### config.mk
export PLATFORM = sky130hd
export DESIGN_NAME = prmts_ctrl
export DESIGN_NICKNAME = d
export VERILOG_FILES = /design/src/rtl/prmts_pkg.sv /design/src/rtl/prmts_ctrl.sv
export SDC_FILE = /design/constraint.sdc
export NUM_CORES = 1
export LEC_CHECK = 0
export BUFFER_PORTS_ARGS = -buffer_cell sky130_fd_sc_hd__buf_2
export CAP_MARGIN = 20
export CORE_MARGIN = 2
export CORE_UTILIZATION = 54
export CTS_BUF_LIST = sky130_fd_sc_hd__clkbuf_4
export DETAILED_ROUTE_END_ITERATION = 7
export GPL_TIMING_DRIVEN = 0
export PLACE_DENSITY = 0.86
export SETUP_SLACK_MARGIN = 0.1
export SYNTH_ARGS = -nofsm -noshare
export SYNTH_HDL_FRONTEND = slang
export SYNTH_SLANG_ARGS = --single-unit
### constraint.sdc
create_clock -name clock -period 1.5 [get_ports clock]
set_input_delay 0.45 -clock clock [delete_from_list [all_inputs] [get_ports clock]]
set_output_delay 0.45 -clock clock [all_outputs]
set_load 0.05 [all_outputs]
### src/rtl/prmts_pkg.sv
`default_nettype none

package prmts_pkg;

   // Data widths.
   localparam int SAMPLE_W = 24;
   localparam int INT_W    = 28;
   localparam int COEF_W   = 16;
   localparam int ACC_W    = 31;
   localparam int ADDR_W   = 14;
   localparam int LEN_W    = 13;
   localparam int STEP_W   = 7;
   localparam int EXC_W    = 6;
   localparam int T_W      = 16;
   localparam int CSR_IDX_W = 3;

   // Microprogram length and clearing pass.
   localparam logic [STEP_W-1:0] LAST_STEP = 7'd99;
   localparam logic [ADDR_W-1:0] CLEAR_LAST = 14'h3fff;

   // Pre-delay limit and tank gain limits.
   localparam logic [LEN_W-1:0]  PRE_DELAY_MAX = 13'd4800;
   localparam logic [COEF_W:0]   DD2_OFFSET    = 17'd9830;
   localparam logic [COEF_W:0]   DD2_LOW       = 17'd16384;
   localparam logic [COEF_W:0]   DD2_HIGH      = 17'd32768;
   localparam logic [10:0]       MOD_PERIOD_MASK = 11'h7ff;
   localparam logic [EXC_W-1:0]  EXC_MAX       = 6'd63;

   // Memory depths that are not powers of two.
   localparam logic [ADDR_W-1:0] DIF_DEPTH = 14'd1408;
   localparam logic [ADDR_W-1:0] AP2_DEPTH = 14'd6144;

   // Register indexes.
   localparam logic [CSR_IDX_W-1:0] CSR_PRE_DELAY = 3'd0;
   localparam logic [CSR_IDX_W-1:0] CSR_PRE_COEF  = 3'd1;
   localparam logic [CSR_IDX_W-1:0] CSR_IN_DIFF1  = 3'd2;
   localparam logic [CSR_IDX_W-1:0] CSR_IN_DIFF2  = 3'd3;
   localparam logic [CSR_IDX_W-1:0] CSR_DECAY     = 3'd4;
   localparam logic [CSR_IDX_W-1:0] CSR_DEC_DIFF1 = 3'd5;
   localparam logic [CSR_IDX_W-1:0] CSR_DAMP      = 3'd6;

   // Register reset values.
   localparam logic [LEN_W-1:0]  RST_PRE_DELAY = 13'd480;
   localparam logic [COEF_W-1:0] RST_PRE_COEF  = 16'd55706;
   localparam logic [COEF_W-1:0] RST_IN_DIFF1  = 16'd49152;
   localparam logic [COEF_W-1:0] RST_IN_DIFF2  = 16'd40960;
   localparam logic [COEF_W-1:0] RST_DECAY     = 16'd49152;
   localparam logic [COEF_W-1:0] RST_DEC_DIFF1 = 16'd45875;
   localparam logic [COEF_W-1:0] RST_DAMP      = 16'd62259;

   typedef enum logic [1:0] {ST_CLEAR, ST_IDLE, ST_RUN} state_type;

   typedef enum logic [2:0] {M_NONE, M_PD, M_DIF, M_AP1, M_PRE, M_AP2, M_POST} mem_type;

   typedef enum logic [1:0] {LM_FIX, LM_EXC, LM_PD} lmode_type;

   typedef enum logic [2:0] {C_PRE, C_ID1, C_ID2, C_DECAY, C_DD1, C_DAMP, C_DD2} coef_type;

   typedef enum logic [4:0] {
      A_NOP, A_LDX, A_LDD, A_MUL_D, A_MUL_V, A_MUL_X,
      A_V_X_MINUS_LPI, A_V_X_MINUS_LPD, A_LPI_ADD, A_LPD_ADD,
      A_V_X_MINUS_P, A_V_X_PLUS_P, A_X_D_PLUS_P, A_X_D_MINUS_P, A_X_XS_PLUS_P,
      A_X_P, A_SAVE, A_EXC, A_TINC, A_ACC_CLR, A_ACC_ADD, A_ACC_SUB, A_OUT_L, A_OUT_R
   } alu_type;

   // One microinstruction: a memory access and an arithmetic operation.
   typedef struct packed {
      mem_type            mem;
      logic               wr;
      logic [ADDR_W-1:0]  base;
      logic [ADDR_W-1:0]  mask;
      logic [LEN_W-1:0]   len;
      lmode_type          lmode;
      alu_type            alu;
      coef_type           coef;
      logic               half;
   } uop_type;

   // Command from the controller to the datapath.
   typedef struct packed {
      logic               clear;
      logic [ADDR_W-1:0]  clear_addr;
      logic               load;
      logic               exec;
      logic [STEP_W-1:0]  step;
   } cmd_type;

   function automatic uop_type uop_make(mem_type m, logic w, int b, int k, int l, lmode_type lm,
                                        alu_type a, coef_type c, logic h);
      uop_type u;
      u.mem   = m;
      u.wr    = w;
      u.base  = ADDR_W'(b);
      u.mask  = ADDR_W'(k);
      u.len   = LEN_W'(l);
      u.lmode = lm;
      u.alu   = a;
      u.coef  = c;
      u.half  = h;
      return u;
   endfunction

   function automatic uop_type uop_op(alu_type a, coef_type c, logic h);
      return uop_make(M_NONE, 1'b0, 0, 0, 0, LM_FIX, a, c, h);
   endfunction

   function automatic uop_type uop_rd(mem_type m, int b, int k, int l, lmode_type lm,
                                      alu_type a);
      return uop_make(m, 1'b0, b, k, l, lm, a, C_PRE, 1'b0);
   endfunction

   function automatic uop_type uop_wr(mem_type m, int b, int k, alu_type a, coef_type c);
      return uop_make(m, 1'b1, b, k, 0, LM_FIX, a, c, 1'b0);
   endfunction

   // Microprogram for one item.
   function automatic uop_type uop_rom(logic [STEP_W-1:0] s);
      uop_type u;
      case (s)
         // Pre-delay and input lowpass.
         7'd0:  u = uop_wr(M_PD, 0, 8191, A_EXC, C_PRE);
         7'd1:  u = uop_rd(M_PD, 0, 8191, 0, LM_PD, A_NOP);
         7'd2:  u = uop_op(A_LDX, C_PRE, 1'b0);
         7'd3:  u = uop_op(A_V_X_MINUS_LPI, C_PRE, 1'b0);
         7'd4:  u = uop_op(A_MUL_V, C_PRE, 1'b0);
         7'd5:  u = uop_op(A_LPI_ADD, C_PRE, 1'b0);
         // Input diffuser one.
         7'd6:  u = uop_rd(M_DIF, 0, 255, 142, LM_FIX, A_NOP);
         7'd7:  u = uop_op(A_LDD, C_ID1, 1'b0);
         7'd8:  u = uop_op(A_MUL_D, C_ID1, 1'b0);
         7'd9:  u = uop_op(A_V_X_MINUS_P, C_ID1, 1'b0);
         7'd10: u = uop_wr(M_DIF, 0, 255, A_MUL_V, C_ID1);
         7'd11: u = uop_op(A_X_D_PLUS_P, C_ID1, 1'b0);
         // Input diffuser two.
         7'd12: u = uop_rd(M_DIF, 256, 127, 107, LM_FIX, A_NOP);
         7'd13: u = uop_op(A_LDD, C_ID1, 1'b0);
         7'd14: u = uop_op(A_MUL_D, C_ID1, 1'b0);
         7'd15: u = uop_op(A_V_X_MINUS_P, C_ID1, 1'b0);
         7'd16: u = uop_wr(M_DIF, 256, 127, A_MUL_V, C_ID1);
         7'd17: u = uop_op(A_X_D_PLUS_P, C_ID1, 1'b0);
         // Input diffuser three.
         7'd18: u = uop_rd(M_DIF, 384, 511, 379, LM_FIX, A_NOP);
         7'd19: u = uop_op(A_LDD, C_ID2, 1'b0);
         7'd20: u = uop_op(A_MUL_D, C_ID2, 1'b0);
         7'd21: u = uop_op(A_V_X_MINUS_P, C_ID2, 1'b0);
         7'd22: u = uop_wr(M_DIF, 384, 511, A_MUL_V, C_ID2);
         7'd23: u = uop_op(A_X_D_PLUS_P, C_ID2, 1'b0);
         // Input diffuser four.
         7'd24: u = uop_rd(M_DIF, 896, 511, 277, LM_FIX, A_NOP);
         7'd25: u = uop_op(A_LDD, C_ID2, 1'b0);
         7'd26: u = uop_op(A_MUL_D, C_ID2, 1'b0);
         7'd27: u = uop_op(A_V_X_MINUS_P, C_ID2, 1'b0);
         7'd28: u = uop_wr(M_DIF, 896, 511, A_MUL_V, C_ID2);
         7'd29: u = uop_op(A_X_D_PLUS_P, C_ID2, 1'b0);
         7'd30: u = uop_op(A_SAVE, C_PRE, 1'b0);
         // Left tank half, fed from the right half's output line.
         7'd31: u = uop_rd(M_POST, 4096, 4095, 3163, LM_FIX, A_NOP);
         7'd32: u = uop_op(A_LDD, C_DECAY, 1'b0);
         7'd33: u = uop_op(A_MUL_D, C_DECAY, 1'b0);
         7'd34: u = uop_op(A_X_XS_PLUS_P, C_DECAY, 1'b0);
         7'd35: u = uop_rd(M_AP1, 0, 1023, 672, LM_EXC, A_NOP);
         7'd36: u = uop_op(A_LDD, C_DD1, 1'b0);
         7'd37: u = uop_op(A_MUL_D, C_DD1, 1'b0);
         7'd38: u = uop_op(A_V_X_PLUS_P, C_DD1, 1'b0);
         7'd39: u = uop_wr(M_AP1, 0, 1023, A_MUL_V, C_DD1);
         7'd40: u = uop_op(A_X_D_MINUS_P, C_DD1, 1'b0);
         7'd41: u = uop_wr(M_PRE, 0, 8191, A_NOP, C_PRE);
         7'd42: u = uop_rd(M_PRE, 0, 8191, 4453, LM_FIX, A_NOP);
         7'd43: u = uop_op(A_LDX, C_PRE, 1'b0);
         7'd44: u = uop_op(A_V_X_MINUS_LPD, C_DAMP, 1'b0);
         7'd45: u = uop_op(A_MUL_V, C_DAMP, 1'b0);
         7'd46: u = uop_op(A_LPD_ADD, C_DAMP, 1'b0);
         7'd47: u = uop_op(A_MUL_X, C_DECAY, 1'b0);
         7'd48: u = uop_op(A_X_P, C_DECAY, 1'b0);
         7'd49: u = uop_rd(M_AP2, 0, 2047, 1800, LM_FIX, A_NOP);
         7'd50: u = uop_op(A_LDD, C_DD2, 1'b0);
         7'd51: u = uop_op(A_MUL_D, C_DD2, 1'b0);
         7'd52: u = uop_op(A_V_X_MINUS_P, C_DD2, 1'b0);
         7'd53: u = uop_wr(M_AP2, 0, 2047, A_MUL_V, C_DD2);
         7'd54: u = uop_op(A_X_D_PLUS_P, C_DD2, 1'b0);
         7'd55: u = uop_wr(M_POST, 0, 4095, A_NOP, C_PRE);
         // Right tank half, fed from the left half's output line.
         7'd56: u = uop_rd(M_POST, 0, 4095, 3720, LM_FIX, A_NOP);
         7'd57: u = uop_op(A_LDD, C_DECAY, 1'b1);
         7'd58: u = uop_op(A_MUL_D, C_DECAY, 1'b1);
         7'd59: u = uop_op(A_X_XS_PLUS_P, C_DECAY, 1'b1);
         7'd60: u = uop_rd(M_AP1, 1024, 1023, 908, LM_EXC, A_NOP);
         7'd61: u = uop_op(A_LDD, C_DD1, 1'b1);
         7'd62: u = uop_op(A_MUL_D, C_DD1, 1'b1);
         7'd63: u = uop_op(A_V_X_PLUS_P, C_DD1, 1'b1);
         7'd64: u = uop_wr(M_AP1, 1024, 1023, A_MUL_V, C_DD1);
         7'd65: u = uop_op(A_X_D_MINUS_P, C_DD1, 1'b1);
         7'd66: u = uop_wr(M_PRE, 8192, 8191, A_NOP, C_PRE);
         7'd67: u = uop_rd(M_PRE, 8192, 8191, 4217, LM_FIX, A_NOP);
         7'd68: u = uop_op(A_LDX, C_PRE, 1'b1);
         7'd69: u = uop_op(A_V_X_MINUS_LPD, C_DAMP, 1'b1);
         7'd70: u = uop_op(A_MUL_V, C_DAMP, 1'b1);
         7'd71: u = uop_op(A_LPD_ADD, C_DAMP, 1'b1);
         7'd72: u = uop_op(A_MUL_X, C_DECAY, 1'b1);
         7'd73: u = uop_op(A_X_P, C_DECAY, 1'b1);
         7'd74: u = uop_rd(M_AP2, 2048, 4095, 2656, LM_FIX, A_NOP);
         7'd75: u = uop_op(A_LDD, C_DD2, 1'b1);
         7'd76: u = uop_op(A_MUL_D, C_DD2, 1'b1);
         7'd77: u = uop_op(A_V_X_MINUS_P, C_DD2, 1'b1);
         7'd78: u = uop_wr(M_AP2, 2048, 4095, A_MUL_V, C_DD2);
         7'd79: u = uop_op(A_X_D_PLUS_P, C_DD2, 1'b1);
         7'd80: u = uop_wr(M_POST, 4096, 4095, A_NOP, C_PRE);
         7'd81: u = uop_op(A_TINC, C_PRE, 1'b0);
         // Left output taps.
         7'd82: u = uop_rd(M_PRE, 8192, 8191, 266, LM_FIX, A_ACC_CLR);
         7'd83: u = uop_rd(M_PRE, 8192, 8191, 2974, LM_FIX, A_ACC_ADD);
         7'd84: u = uop_rd(M_AP2, 2048, 4095, 1913, LM_FIX, A_ACC_ADD);
         7'd85: u = uop_rd(M_POST, 4096, 4095, 1996, LM_FIX, A_ACC_SUB);
         7'd86: u = uop_rd(M_PRE, 0, 8191, 1990, LM_FIX, A_ACC_ADD);
         7'd87: u = uop_rd(M_AP2, 0, 2047, 187, LM_FIX, A_ACC_SUB);
         7'd88: u = uop_rd(M_POST, 0, 4095, 1066, LM_FIX, A_ACC_SUB);
         7'd89: u = uop_op(A_ACC_ADD, C_PRE, 1'b0);
         7'd90: u = uop_op(A_OUT_L, C_PRE, 1'b0);
         // Right output taps.
         7'd91: u = uop_rd(M_PRE, 0, 8191, 353, LM_FIX, A_ACC_CLR);
         7'd92: u = uop_rd(M_PRE, 0, 8191, 3627, LM_FIX, A_ACC_ADD);
         7'd93: u = uop_rd(M_AP2, 0, 2047, 1228, LM_FIX, A_ACC_ADD);
         7'd94: u = uop_rd(M_POST, 0, 4095, 2673, LM_FIX, A_ACC_SUB);
         7'd95: u = uop_rd(M_PRE, 8192, 8191, 2111, LM_FIX, A_ACC_ADD);
         7'd96: u = uop_rd(M_AP2, 2048, 4095, 335, LM_FIX, A_ACC_SUB);
         7'd97: u = uop_rd(M_POST, 4096, 4095, 121, LM_FIX, A_ACC_SUB);
         7'd98: u = uop_op(A_ACC_ADD, C_PRE, 1'b0);
         7'd99: u = uop_op(A_OUT_R, C_PRE, 1'b0);
         default: u = uop_op(A_NOP, C_PRE, 1'b0);
      endcase
      return u;
   endfunction

   // Saturate a 29-bit sum to the internal range.
   function automatic logic signed [INT_W-1:0] sat_int(logic signed [INT_W:0] s);
      logic signed [INT_W-1:0] r;
      if (s[INT_W] != s[INT_W-1]) begin
         r = s[INT_W] ? {1'b1, {(INT_W-1){1'b0}}} : {1'b0, {(INT_W-1){1'b1}}};
      end else begin
         r = s[INT_W-1:0];
      end
      return r;
   endfunction

   // Saturate the tap sum to the sample range.
   function automatic logic signed [SAMPLE_W-1:0] sat_out(logic signed [ACC_W-1:0] s);
      logic signed [SAMPLE_W-1:0] r;
      if (s[ACC_W-1:SAMPLE_W-1] != {(ACC_W-SAMPLE_W+1){s[SAMPLE_W-1]}}) begin
         r = s[ACC_W-1] ? {1'b1, {(SAMPLE_W-1){1'b0}}} : {1'b0, {(SAMPLE_W-1){1'b1}}};
      end else begin
         r = s[SAMPLE_W-1:0];
      end
      return r;
   endfunction

   // Value times unsigned Q0.16 coefficient, rounded half up.
   function automatic logic signed [INT_W-1:0] mul_coef(logic signed [INT_W-1:0] a,
                                                        logic [COEF_W-1:0] c);
      logic signed [INT_W+COEF_W:0] prod;
      prod = (INT_W+COEF_W+1)'(a) * (INT_W+COEF_W+1)'($signed({1'b0, c}));
      prod = prod + (INT_W+COEF_W+1)'(1 << (COEF_W-1));
      return prod[INT_W+COEF_W-1:COEF_W];
   endfunction

endpackage

`default_nettype wire

### src/rtl/prmts_ctrl.sv
`default_nettype none

module prmts_ctrl (
   input  wire logic                 clock,
   input  wire logic                 reset,
   input  wire logic                 req_valid,
   output logic                      req_ready,
   output logic                      rsp_valid,
   input  wire logic                 rsp_ready,
   output prmts_pkg::cmd_type        cmd
);

   prmts_pkg::state_type                 state_ff, state_in;
   logic [prmts_pkg::STEP_W-1:0]         step_ff, step_in;
   logic [prmts_pkg::ADDR_W-1:0]         clr_ff, clr_in;
   logic                                 rsp_valid_ff, rsp_valid_in;
   logic                                 last_step;
   logic                                 stall;
   logic                                 publish;

   // The final step waits while the previous item still sits in the output register.
   assign last_step = (step_ff == prmts_pkg::LAST_STEP);
   assign stall     = (state_ff == prmts_pkg::ST_RUN) && last_step && rsp_valid_ff && !rsp_ready;
   assign publish   = (state_ff == prmts_pkg::ST_RUN) && last_step && !stall;

   // Next state.
   always_comb begin
      state_in = state_ff;
      case (state_ff)
         prmts_pkg::ST_CLEAR: begin
            if (clr_ff == prmts_pkg::CLEAR_LAST) state_in = prmts_pkg::ST_IDLE;
         end
         prmts_pkg::ST_IDLE: begin
            if (req_valid) state_in = prmts_pkg::ST_RUN;
         end
         prmts_pkg::ST_RUN: begin
            if (publish) state_in = prmts_pkg::ST_IDLE;
         end
         default: state_in = prmts_pkg::ST_CLEAR;
      endcase
   end

   // Step and clearing counters, result valid.
   always_comb begin
      step_in = step_ff;
      if (state_ff != prmts_pkg::ST_RUN || publish) begin
         step_in = '0;
      end else if (!stall) begin
         step_in = step_ff + prmts_pkg::STEP_W'(1);
      end
      clr_in = (state_ff == prmts_pkg::ST_CLEAR) ? clr_ff + prmts_pkg::ADDR_W'(1) : clr_ff;
      if (publish) begin
         rsp_valid_in = 1'b1;
      end else if (rsp_ready) begin
         rsp_valid_in = 1'b0;
      end else begin
         rsp_valid_in = rsp_valid_ff;
      end
   end

   // Outputs.
   always_comb begin
      req_ready      = (state_ff == prmts_pkg::ST_IDLE);
      rsp_valid      = rsp_valid_ff;
      cmd.clear      = (state_ff == prmts_pkg::ST_CLEAR);
      cmd.clear_addr = clr_ff;
      cmd.load       = (state_ff == prmts_pkg::ST_IDLE) && req_valid;
      cmd.exec       = (state_ff == prmts_pkg::ST_RUN) && !stall;
      cmd.step       = step_ff;
   end

   always_ff @(posedge clock) begin
      if (reset) begin
         state_ff     <= prmts_pkg::ST_CLEAR;
         step_ff      <= '0;
         clr_ff       <= '0;
         rsp_valid_ff <= 1'b0;
      end else begin
         state_ff     <= state_in;
         step_ff      <= step_in;
         clr_ff       <= clr_in;
         rsp_valid_ff <= rsp_valid_in;
      end
   end

endmodule

`default_nettype wire

==> impl_metrics.env <==
export IMPL_path_class="reg2out"
export IMPL_track_usage_pct=24.9
export IMPL_clock_latency_ns=0.33
export IMPL_drive_above_1_share_pct=57.4
export IMPL_synthArstFlopShare_pct=0
export IMPL_synth_area_mux_share_pct=0
export IMPL_drt_iter0_markers=41
export IMPL_crit_buf_inv=1
export IMPL_rsz0062_at_grt="yes"
export IMPL_endpoint_kind="output port"
export IMPL_hold_class="in2reg"
export IMPL_cp_depth=5
export IMPL_fin_nets=190
export IMPL_dieArea_mm2=0.00261
export IMPL_clk_pin_slew_ns=0.14
export IMPL_synthXorXnorAreaFrac_pct=10.3
export IMPL_gr_total_overflow=0
export IMPL_yosysUniqueCellTypes=32
export IMPL_netlist_area_leader_share_pct=40.2
export IMPL_ys_ff_latch=24
export IMPL_min_period_ns=1.88
export IMPL_vdd_drop_max_v=0.000633
export IMPL_io_buffers=28
export IMPL_ioPinCount=30
export IMPL_clockBufferDepth=2
export IMPL_cts_tree="built"
export IMPL_wl_per_cell_um=18.8
export IMPL_maxCapViolCount=0
export IMPL_slowest_stage="dfxtp_4"
export IMPL_synth_edf_count=0
export IMPL_n_fill_cell=77
export IMPL_hold_viol_final=0
export IMPL_finalClockSkew_ns=0.00341
export IMPL_synth_top_family_by_area="simple AND/OR/NAND/NOR gates"
export IMPL_power_leakage_nw=0.821
export IMPL_fin_setup_tns_ns=-1.47
export IMPL_post_dp_cell_area_mm2=0.00146
export IMPL_dieWidth_um=51.0
export IMPL_yosys_warnings=0
export IMPL_routabilityCongestion=0.795
export IMPL_crit_arrival_ns=1.43
export IMPL_worstPathMaxFanout=4
export IMPL_synth_area_leaders="dfxtp_1, xnor2_1, nor2_1"
export IMPL_grt_max_degree=15
export IMPL_htreeDepth=1
export IMPL_path_delay_family="simple AND/OR/NAND/NOR gates"
export IMPL_start_util_pct=55.6
export IMPL_finalCritPeriodShare_pct=125
export IMPL_area_growth_pct=65.0
export IMPL_power_mw=1.20
export IMPL_netlist_area_mm2=0.00119
export IMPL_vias=1259
export IMPL_synth_adder_area_share_pct=2.09
export IMPL_antennaDiodeCount=0
export IMPL_antenna_found_initial=0
export IMPL_synth_flop_cell="dfxtp_1"
export IMPL_routed_via_density=5.97
export IMPL_first_pass_iters=4
export IMPL_cts_buffers=3
export IMPL_die_h_um=51.0
export IMPL_worst_pin_slew_ns=0.492
export IMPL_core_area_mm2=0.00215
export IMPL_hpwl_um=1910
export IMPL_hold_slack_ns=0.350
export IMPL_cp_required_ns=1.05
export IMPL_synth_nets=136
export IMPL_rows=17
export IMPL_syn_inst=130
export IMPL_crit_chain="ha_4 > nor2b_4 > nand3_2 > and2_4 > buf_8"
export IMPL_violations="negative setup slack"
export IMPL_fin_ws_ns=-0.379
export IMPL_yosys_area_top_type="dfxtp_1"
export IMPL_ys_seq_area_share_pct=40.2
export IMPL_synthTopCellsByCount="dfxtp_1, nor2_1, nand3_1"
export IMPL_finalSetupViolCount=15
export IMPL_relSlewSlack_pct=67.2
export IMPL_crit_path_start_kind="flop"
export IMPL_min_path_cells=2
export IMPL_status="finished with violations"
export IMPL_grt_first_pass_wirelength_um=4790
export IMPL_power_density_mw_per_mm2=607
export IMPL_ant_nets=0
export IMPL_grt_pass1_vias=1105
export IMPL_slew_violations=0
export IMPL_design_area_mm2=0.00197
export IMPL_max_freq_mhz=532
export IMPL_synth_most_common_cell="dfxtp_1"
export IMPL_synth_compound_area_share_pct=6.60
export IMPL_drt_wl_total_um=3980
export IMPL_cts_root_buf="clkbuf_4"
export IMPL_synthSimpleGateAreaFrac_pct=38.0
export IMPL_cts_sinks=24
export IMPL_cpPeakStageDelay_ns=0.39
export IMPL_reg2reg_depth=6
export IMPL_synth_avg_cell_area_um2=9.19
export IMPL_drcViolationCount=0
sequential cells by signal, indices dropped and copies added, names as in the netlist:
signal / cells
clr_ff: 14
rsp_valid: 1
state_ff: 2
step_ff: 7
cell usage in the layout, fill, tap and decap left out, types with 5 or more instances in the layout:
| cell | instances |
|---|---|
| a21oi_1 | 5 |
| nor2_1 | 18 |
| nand2_1 | 5 |
| dfxtp_2 | 6 |
| dfxtp_4 | 18 |
| xnor2_1 | 10 |
| nand2b_1 | 5 |
| nand3_1 | 10 |
| buf_6 | 21 |
| buf_8 | 8 |
| buf_4 | 18 |
power by group:
part / switching [mW] / internal, mW / leakage [nW]
clock network: 0.213 / 0.271 / 0.0279
registers: 0.0185 / 0.617 / 0.211
logic: 0.0508 / 0.0269 / 0.582
worst paths after layout:
path / startpoint / end / slack [ns]
max reg2reg: state_ff[1]$_SDFFE_PP0P_ / clr_ff[5]$_SDFFE_PP0P_ / -0.12
min reg2reg: clr_ff[11]$_SDFFE_PP0P_ / clr_ff[11]$_SDFFE_PP0P_ / 0.54
max: step_ff[0]$_SDFFE_PP0N_ / cmd[7] / -0.38
min: reset / clr_ff[5]$_SDFFE_PP0P_ / 0.35
worst register-to-register path, delay by kind of cell, from the launching register on:
kind / cells / cell delay, ns
AND/OR/NAND/NOR: 2 / 0.64
buffers and inverters: 3 / 0.40
flip-flops: 1 / 0.38
AO/OA/AOI/OAI: 1 / 0.15
logic make-up after synthesis:
group                    count (synthesis)
XOR/XNOR                                14
buffers and inverters                    6
AND/OR/NAND/NOR                         69
adder cells (fa/ha/maj)                  2
flip-flops                              24
AO/OA/AOI/OAI                           15
through the flow:
stage / setup slack, ns / instances / utilization (%)
after detailed placement: -0.152 / 186 / 68.0
after CTS: -0.354 / 202 / 81.7
final: -0.379 / 211 / 91.8
after global routing: -0.396 / 211 / 91.8
after global placement: -0.139 / 186 / 68.0
after floorplan: 0.00523 / 130 / -
cell type report:
class | instances | area, um^2 | area share (%)
Multi-Input combinational cell | 100 | 779 | 39.5
Timing Repair Buffer | 49 | 512 | 26.0
Clock buffer | 3 | 22.5 | 1.14
Inverter | 3 | 11.3 | 0.571
Clock inverter | 1 | 30.0 | 1.52
Buffer | 3 | 26.3 | 1.33
Tap cell | 28 | 35.0 | 1.78
Sequential cell | 24 | 556 | 28.2
metal layers:
layer / vias up / global-route usage (%) / wire (um)
li1: 563 / - / -
met1: 614 / 26.5 / 1540
met2: 70 / 46.3 / 2090
met3: 12 / 4.39 / 227
met4: 0 / 12.6 / 120
met5: - / 0 / 0
repair_timing:
item                       CTS  global route
setup endpoints to repair   25            32
pin swaps                    4            18
gates cloned                 0             1
hold buffers                 0             0
buffers inserted            12            13
resized for setup           49            37
Power figures use the tool's default switching activity.
